$ cat src/sv/pss_pkg.sv
// Shared constants, register codes and control bundles for the plucked string synth.
`timescale 1ns / 1ps
`default_nettype none
package pss_pkg;

  localparam int STORE_DEPTH_DEF = 4096;
  localparam int SAMPLE_BITS_DEF = 16;

  localparam int DL_W       = 20;   // delay_length width, 8 fraction bits
  localparam int LOSS_W     = 16;
  localparam int ALPHA_W    = 17;
  localparam int FRAC_W     = 8;
  localparam int COEF_W     = 18;   // signed multiplier coefficient operand
  localparam int CFG_IDX_W  = 2;
  localparam int CFG_DATA_W = 20;
  localparam int RED_STEPS  = 8;    // restoring steps for delay mod span
  localparam int RED_K_W    = 3;

  localparam logic [DL_W-1:0]    DL_RESET    = 20'd25600;
  localparam logic [LOSS_W-1:0]  LOSS_RESET  = 16'd65012;
  localparam logic [ALPHA_W-1:0] ALPHA_RESET = 17'd65536;
  localparam logic [ALPHA_W-1:0] ALPHA_ONE   = 17'd65536;

  localparam logic MODE_LOWPASS = 1'b0;
  localparam logic MODE_PLAIN   = 1'b1;

  localparam logic [CFG_IDX_W-1:0] REG_DELAY = 2'd0;
  localparam logic [CFG_IDX_W-1:0] REG_LOSS  = 2'd1;
  localparam logic [CFG_IDX_W-1:0] REG_ALPHA = 2'd2;
  localparam logic [CFG_IDX_W-1:0] REG_MODE  = 2'd3;

  typedef struct packed {
    logic load_in;  // take input sample, register read addresses
    logic rd_lo;    // read the two lower taps
    logic rd_hi;    // latch lower taps, read upper tap
    logic interp;   // interpolation product
    logic avg;      // round the tap average
    logic lp_a;     // avg * alpha
    logic lp_b;     // memory * (1 - alpha)
    logic lp_rnd;   // round lowpass, update its memory
    logic loss;     // filtered * loss
    logic finish;   // saturate, write back, present result
  } cmd_t;

  typedef struct packed {
    logic red_busy;
    logic out_busy;
    logic mode;
  } status_t;

endpackage
`default_nettype wire

$ cat src/sv/pss_ctrl.sv
// Controller: sequences one sample through reads, multiplies and write-back.
`timescale 1ns / 1ps
`default_nettype none
module pss_ctrl (
  input  wire               clk,
  input  wire               rst,
  input  wire               in_valid,
  output logic              in_stall,
  input  pss_pkg::status_t  status,
  output pss_pkg::cmd_t     cmd
);

  typedef enum logic [3:0] {
    ST_IDLE,
    ST_RD0,
    ST_RD1,
    ST_INTERP,
    ST_AVG,
    ST_LP_A,
    ST_LP_B,
    ST_LP_RND,
    ST_LOSS,
    ST_FINISH
  } state_t;

  state_t state, state_next;

  assign in_stall = (state != ST_IDLE) || status.red_busy;

  always_comb begin
    cmd        = '0;
    state_next = state;
    case (state)
      ST_IDLE: begin
        if (in_valid && !in_stall) begin
          cmd.load_in = 1'b1;
          state_next  = ST_RD0;
        end
      end
      ST_RD0: begin
        cmd.rd_lo  = 1'b1;
        state_next = ST_RD1;
      end
      ST_RD1: begin
        cmd.rd_hi  = 1'b1;
        state_next = ST_INTERP;
      end
      ST_INTERP: begin
        cmd.interp = 1'b1;
        state_next = ST_AVG;
      end
      ST_AVG: begin
        cmd.avg    = 1'b1;
        state_next = (status.mode == pss_pkg::MODE_PLAIN) ? ST_LOSS : ST_LP_A;
      end
      ST_LP_A: begin
        cmd.lp_a   = 1'b1;
        state_next = ST_LP_B;
      end
      ST_LP_B: begin
        cmd.lp_b   = 1'b1;
        state_next = ST_LP_RND;
      end
      ST_LP_RND: begin
        cmd.lp_rnd = 1'b1;
        state_next = ST_LOSS;
      end
      ST_LOSS: begin
        cmd.loss   = 1'b1;
        state_next = ST_FINISH;
      end
      ST_FINISH: begin
        if (!status.out_busy) begin
          cmd.finish = 1'b1;
          state_next = ST_IDLE;
        end
      end
      default: state_next = ST_IDLE;
    endcase
  end

  always_ff @(posedge clk) begin
    if (rst) begin
      state <= ST_IDLE;
    end else begin
      state <= state_next;
    end
  end

endmodule
`default_nettype wire

$ cat config.mk
export PLATFORM = sky130hd
export DESIGN_NAME = pss_ctrl
export DESIGN_NICKNAME = d
export VERILOG_FILES = /design/src/sv/pss_pkg.sv /design/src/sv/pss_ctrl.sv
export SDC_FILE = /design/constraint.sdc
export NUM_CORES = 1
export LEC_CHECK = 0
export BUFFER_PORTS_ARGS = -buffer_cell sky130_fd_sc_hd__buf_2
export CAP_MARGIN = 10
export CORE_AREA = 2 2 39 41
export DETAILED_ROUTE_END_ITERATION = 16
export DIE_AREA = 0 0 41 43
export GPL_ROUTABILITY_DRIVEN = 1
export GPL_TIMING_DRIVEN = 0
export RECOVER_POWER = 100
export SLEW_MARGIN = 20
export SYNTH_ARGS = -nofsm -noshare
export SYNTH_HDL_FRONTEND = slang
export SYNTH_SLANG_ARGS = --single-unit
export TNS_END_PERCENT = 5
$ cat constraint.sdc
create_clock -name clk -period 1.8 [get_ports clk]
set_clock_uncertainty 0.1 [all_clocks]
set_input_delay 0.54 -clock clk [delete_from_list [all_inputs] [get_ports clk]]
set_output_delay 0.54 -clock clk [all_outputs]
set_load 0.01 [all_outputs]
==> results of run 1 <==
area by class of cell:
class                   count  area, um^2
fillers                   154       864.6
multi-input cells          31       232.7
repair buffers             22       125.1
flip-flops and latches      4       81.33
plain buffers               3       30.03
clock buffers               3       22.52
well taps                  16       20.02
inverters                   2       7.507
metrics by stage:
step	setup TNS, ns	std cells	setup WS, ns	power [uW]	utilization [%]
finish	-0.1607	81	-0.08590	439.2	37.52
global route	-0.8288	81	-0.1943	469.3	37.52
CTS	-0.1147	78	-0.08305	405.9	34.36
detailed placement	0	73	0.01534	257.3	30.47
global placement	0	73	0.01789	255.5	30.47
floorplan	0	41	0.1315	214.7	-
layout by cell type, fill, tap and decap left out:
| cell type | n |
|---|---|
| buf_2 | 16 |
| buf_4 | 7 |
| nor2_1 | 5 |
| nand2b_1 | 4 |
| nor3_1 | 4 |
| clkbuf_4 | 3 |
| dfxtp_1 | 3 |
| buf_6 | 2 |
| inv_1 | 2 |
| nand2_2 | 2 |
| nor3_2 | 2 |
| a211oi_1 | 2 |
| o21ai_0 | 2 |
| nand2_1 | 1 |
| nand2b_4 | 1 |
| nor4_4 | 1 |
| and3b_1 | 1 |
| a211o_1 | 1 |
| a221oi_2 | 1 |
| a2bb2oi_1 | 1 |
| o21a_1 | 1 |
| xor2_1 | 1 |
| a2111oi_2 | 1 |
| dfxtp_2 | 1 |
worst register-to-register path, cell delays in order, from the launching register on:
cell	delay, ns
dfxtp_1	0.32
buf_6	0.12
buf_4	0.13
nand2_2	0.08
xor2_1	0.15
a2111oi_2	0.33
worst paths after layout:
path / cells past startpoint / endpoint / start
max: 4 / cmd[9] / state[0]
min: 2 / state[2] / status[0]
max reg2reg: 5 / state[2] / state[1]
min reg2reg: 2 / state[2] / state[3]
power by group:
part	internal (uW)	switching [uW]	total, uW
sequential	99.5	6.83	106
combinational	117	105	223
clock	74.5	35.6	110
what timing repair did:
item	CTS	global route
setup buffers	3	3
endpoints found under the setup margin	7	11
gates resized for setup	3	4
cloned	0	0
pin swaps	2	3
routing by layer:
layer  GRT usage [%]  vias to the layer above  part of all wire [%]
li1                -                      196                     -
met5               0                        -                     0
met4           2.000                        0                     0
met3           6.283                        0                   5.6
met1           12.82                      165                    43
met2           20.63                       12                    52
cells by family (layout without fill, tap and decap cells):
family | count (synthesis) | in the layout | share of synthesized area [%]
AND/OR/NAND/NOR | 21 | 21 | 36.58
AO/OA/AOI/OAI | 9 | 9 | 24.90
buffers and inverters | 6 | 30 | 10.89
flip-flops | 4 | 4 | 24.90
XOR/XNOR | 1 | 1 | 2.724
==> impl_metrics.py, run 1 <==
metrics = {
    "sta": {
        "slew_headroom_pct": 82.73,
        "holdWs_ns": 0.4276,
        "hold_viol": 0,
        "setup_ws_ns": -0.08590,
        "fin_crit_sh_pct": 104.8,
        "period_needed_ns": 1.886,
        "setup_viol": 5,
        "fmax_mhz": 530.3,
        "tightest_slew_ns": 0.2586,
        "grt_setup_unrepaired": "true",
        "slew_viol_final": 0,
    },
    "critical_path": {
        "required_ns": 1.16,
        "cp_max_fo": 6,
        "cp-start-kind": "flip-flop",
        "cp_data_arrival_time_ns": 1.25,
        "path_cells": "buf_6, nor4_4, and3b_1, buf_2",
        "worstSetupPathType": "reg -> out",
        "slowest_stage": "dfxtp_1",
        "crit_family": "simple AND/OR/NAND/NOR gates",
        "slowest_delay_ns": 0.30,
        "path_buf_inv": 2,
        "r2r_setup_slack_ns": 0.45,
        "end_kind": "primary output",
    },
    "clocking": {
        "htree_levels": 1,
        "clk_latency_ns": 0.23,
        "cts_root_buf": "clkbuf_4",
        "cts_tree": "built",
        "clk_pin_slew_ns": 0.04,
        "numClockSinks": 4,
        "cts_hold_buf": 0,
        "cts.path.max_buffers": 2,
        "cts_made_buffers": 3,
    },
    "yosys": {
        "yosysUniqueCellTypes": 19,
        "avgSynthCellArea_um2": 7.843,
        "synth-edff-count": 0,
        "synth_seq_area_share_pct": 24.90,
        "synth_most_common_cell": "nor3_1",
        "synthCells": 41,
        "synth.top_cells.by_area": "dfxtp_1, nand2b_1, nor3_1",
        "syn_nets": 47,
        "yosysTopAreaCellShare_pct": 24.90,
        "synth.largest_area_cell": "dfxtp_1",
        "syn_area_um2": 321.6,
        "async_flop_share_pct": 0,
        "synth-seq-cells": 4,
        "synthTopCellsByCount": "nor3_1, nand2b_1, nor2_1",
        "synth_warnings": 0,
        "ys.flop_type": "dfxtp_1",
    },
    "floorplan": {
        "num_rows": 14,
        "die_area_um2": 1763,
        "initial_core_util_pct": 23.24,
        "die_w_um": 41,
        "fp.dieH_um": 43,
        "core-area_um2": 1384,
        "io_pins": 17,
    },
    "routing": {
        "vias": 373,
        "firstDrtPassIters": 3,
        "routed_via_density": 4.605,
        "routedWlPerCell_um": 11.95,
        "drt_iter0_drc": 6,
        "drc": 0,
        "wirelength_um": 968,
        "ant_nets": 0,
    },
    "cells_and_area": {
        "area_growth_pct": 61.48,
        "top_register": "state",
        "fin_nets": 73,
        "largest_register_ffs": 4,
        "stdcell_area_um2": 519.2,
        "antennaDiodeCount": 0,
        "layout-drive-gt1-share_pct": 56.92,
        "top_regs": "state: 4 flops",
    },
    "min_path": {
        "worstHoldPathType": "in -> reg",
    },
    "placed_design": {
        "dpl.hpwl_um": 647.2,
        "finalWeightedCongestion": 0.7661,
        "io_buffers": 16,
        "dpl-instance-area_um2": 421.7,
    },
    "global_route": {
        "grt_overflow": 0,
        "grt_first_pass_wirelength_um": 1421,
        "global_route.usage.total_pct": 12.14,
        "grt_antenna_before_repair": 0,
        "grt_max_degree": 11,
        "grt_pass1_vias": 327,
    },
    "pwr": {
        "irDropWorstVdd_uv": 346.2,
        "p_leak_uw": 0.0002550,
        "pwr_density_cell_nw_per_um2": 845.8,
    },
    "status": {
        "status": "finished, violations left",
        "violations": "setup timing",
    },
    "run": {
        "maxCapViolations": 0,
    },
}
(Power assumes the default switching activity.)
==> run 2, diff against run 1 <==
BUFFER_PORTS_ARGS = default   (was -buffer_cell sky130_fd_sc_hd__buf_2)
DONT_BUFFER_PORTS = 1   (was default)
GPL_TIMING_DRIVEN = default   (was 0)
==> impl_metrics.py, run 2 (synthesis gave the netlist of run 1 again) <==
metrics = {
    "min_path": {
        "holdPathEnd": "state[0]",
        "worstHoldPathCells": 1,
        "worstHoldPathType": "in -> reg",
        "hold_start": "rst",
    },
    "routing": {
        "ant_nets": 0,
        "drc": 0,
        "routed_via_density": 5.159,
        "drt_iter0_drc": 9,
        "firstDrtPassIters": 4,
        "vias": 325,
        "wirelength_um": 841,
        "routedWlPerCell_um": 13.35,
    },
    "cells_and_area": {
        "layout-drive-gt1-share_pct": 48.94,
        "layout_common_cells": "buf_4, nor2_1, nand2b_1",
        "register_area_um2": 86.33,
        "area_growth_pct": 31.52,
        "final_common_cell": "buf_4",
        "stdcell_area_um2": 422.9,
        "multi_input_area_um2": 234.0,
        "top_register": "state",
        "fin_cells": 63,
        "top_regs": "state: 4 flops",
        "antennaDiodeCount": 0,
        "fin_nets": 55,
        "largest_register_ffs": 4,
        "fillers": 144,
    },
    "sta": {
        "slew_viol_final": 0,
        "grt_setup_unrepaired": "true",
        "fmax_mhz": 548.4,
        "tns_ns": -0.02356,
        "hold_viol": 0,
        "tightest_slew_ns": 0.3679,
        "slew_headroom_pct": 75.28,
        "period_needed_ns": 1.824,
        "fin_crit_sh_pct": 101.3,
        "setup_viol": 1,
        "setup_ws_ns": -0.02356,
    },
    "clocking": {
        "numClockSinks": 4,
        "htree_levels": 1,
        "clk_pin_slew_ns": 0.04,
        "cts_made_buffers": 3,
        "cts_tree": "built",
        "clk_latency_ns": 0.24,
        "cts.path.max_buffers": 2,
        "cts_root_buf": "clkbuf_4",
    },
    "critical_path": {
        "cp_data_arrival_time_ns": 1.18,
        "cp_max_fo": 8,
        "startpoint": "state[1]",
        "timing.rr.end": "state[0]",
        "cp-start-kind": "flip-flop",
        "worstSetupPathType": "reg -> out",
        "r2r_setup_slack_ns": 0.51,
        "r2r_cells": 4,
        "end_kind": "primary output",
        "reg2reg_from": "state[3]",
        "required_ns": 1.16,
    },
    "pwr": {
        "irDropWorstVdd_uv": 321.6,
        "pwr_density_cell_nw_per_um2": 879.4,
        "p_leak_uw": 0.0001699,
        "total_power_uw": 371.9,
    },
    "status": {
        "status": "finished, violations left",
        "violations": "setup timing",
    },
    "floorplan": {
        "num_rows": 14,
        "io_pins": 17,
        "fp.dieH_um": 43,
        "initial_core_util_pct": 23.24,
        "die_w_um": 41,
        "die_area_um2": 1763,
        "core-area_um2": 1384,
    },
    "placed_design": {
        "dpl.hpwl_um": 615.1,
        "dp.cells": 58,
        "dpl-instance-area_um2": 351.6,
        "io_buffers": 0,
        "finalWeightedCongestion": 0.7511,
    },
    "global_route": {
        "grt_overflow": 0,
        "grt_pass1_vias": 313,
        "global_route.usage.total_pct": 10.73,
        "grt_antenna_before_repair": 0,
        "grt_first_pass_wirelength_um": 1255,
        "grt_max_degree": 11,
    },
    "run": {
        "maxCapViolations": 0,
    },
}
==> run 2: metrics by stage <==
step / hold slack, ns / utilization, % / worst slack (ns)
finish: 0.2531 / 30.56 / -0.02356
global route: 0.2415 / 30.56 / -0.1074
CTS: 0.2453 / 28.30 / -0.05251
detailed placement: 0.4236 / 25.41 / 0.1370
global placement: 0.4173 / 25.41 / 0.1745
floorplan: 0.4644 / - / 0.1315
==> run 2: worst max-delay path by stage <==
stage          endpoint  slack [ns]  depth (start not counted)
2_1_floorplan    cmd[9]        0.13                          3
3_3_place_gp     cmd[9]        0.17                          2
3_5_place_dp     cmd[9]        0.14                          2
4_1_cts          cmd[9]       -0.05                          2
5_1_grt          cmd[9]       -0.11                          2
6_report         cmd[9]       -0.02                          2
==> run 2: what timing repair did <==
item | 4_1_cts | 5_1_grt
setup buffers | 0 | 2
pin swaps | 0 | 2
setup endpoints to repair | 7 | 7
hold buffers | 0 | 0
gates resized for setup | 5 | 5
==> run 2: worst max-delay path: stages, from the launching register on <==
cell	delay, ns
dfxtp_4	0.36
nor4_4	0.33
and3b_2	0.26
==> run 2: layout make-up <==
type	count	area share, %
Timing Repair Buffer	7	12.43
Tap cell	16	4.734
Inverter	2	1.775
Sequential cell	4	20.41
Multi-Input combinational cell	31	55.33
Clock buffer	3	5.325
==> run 2: report_power, final <==
group	leakage (uW)	total [uW]	internal [uW]	switching, uW
clock	0.0000138	112	74.6	37.9
sequential	0.0000342	129	102	26.3
combinational	0.000122	131	63.7	67.0
total	0.000170	372	241	131
==> run 2: routing by layer <==
metal / GRT usage, % / vias to the layer above / wire length [um]
li1: - / 161 / -
met1: 13.46 / 150 / 369
met2: 13.75 / 12 / 393
met3: 6.283 / 2 / 63
met4: 6.000 / 0 / 14
met5: 0 / - / 0
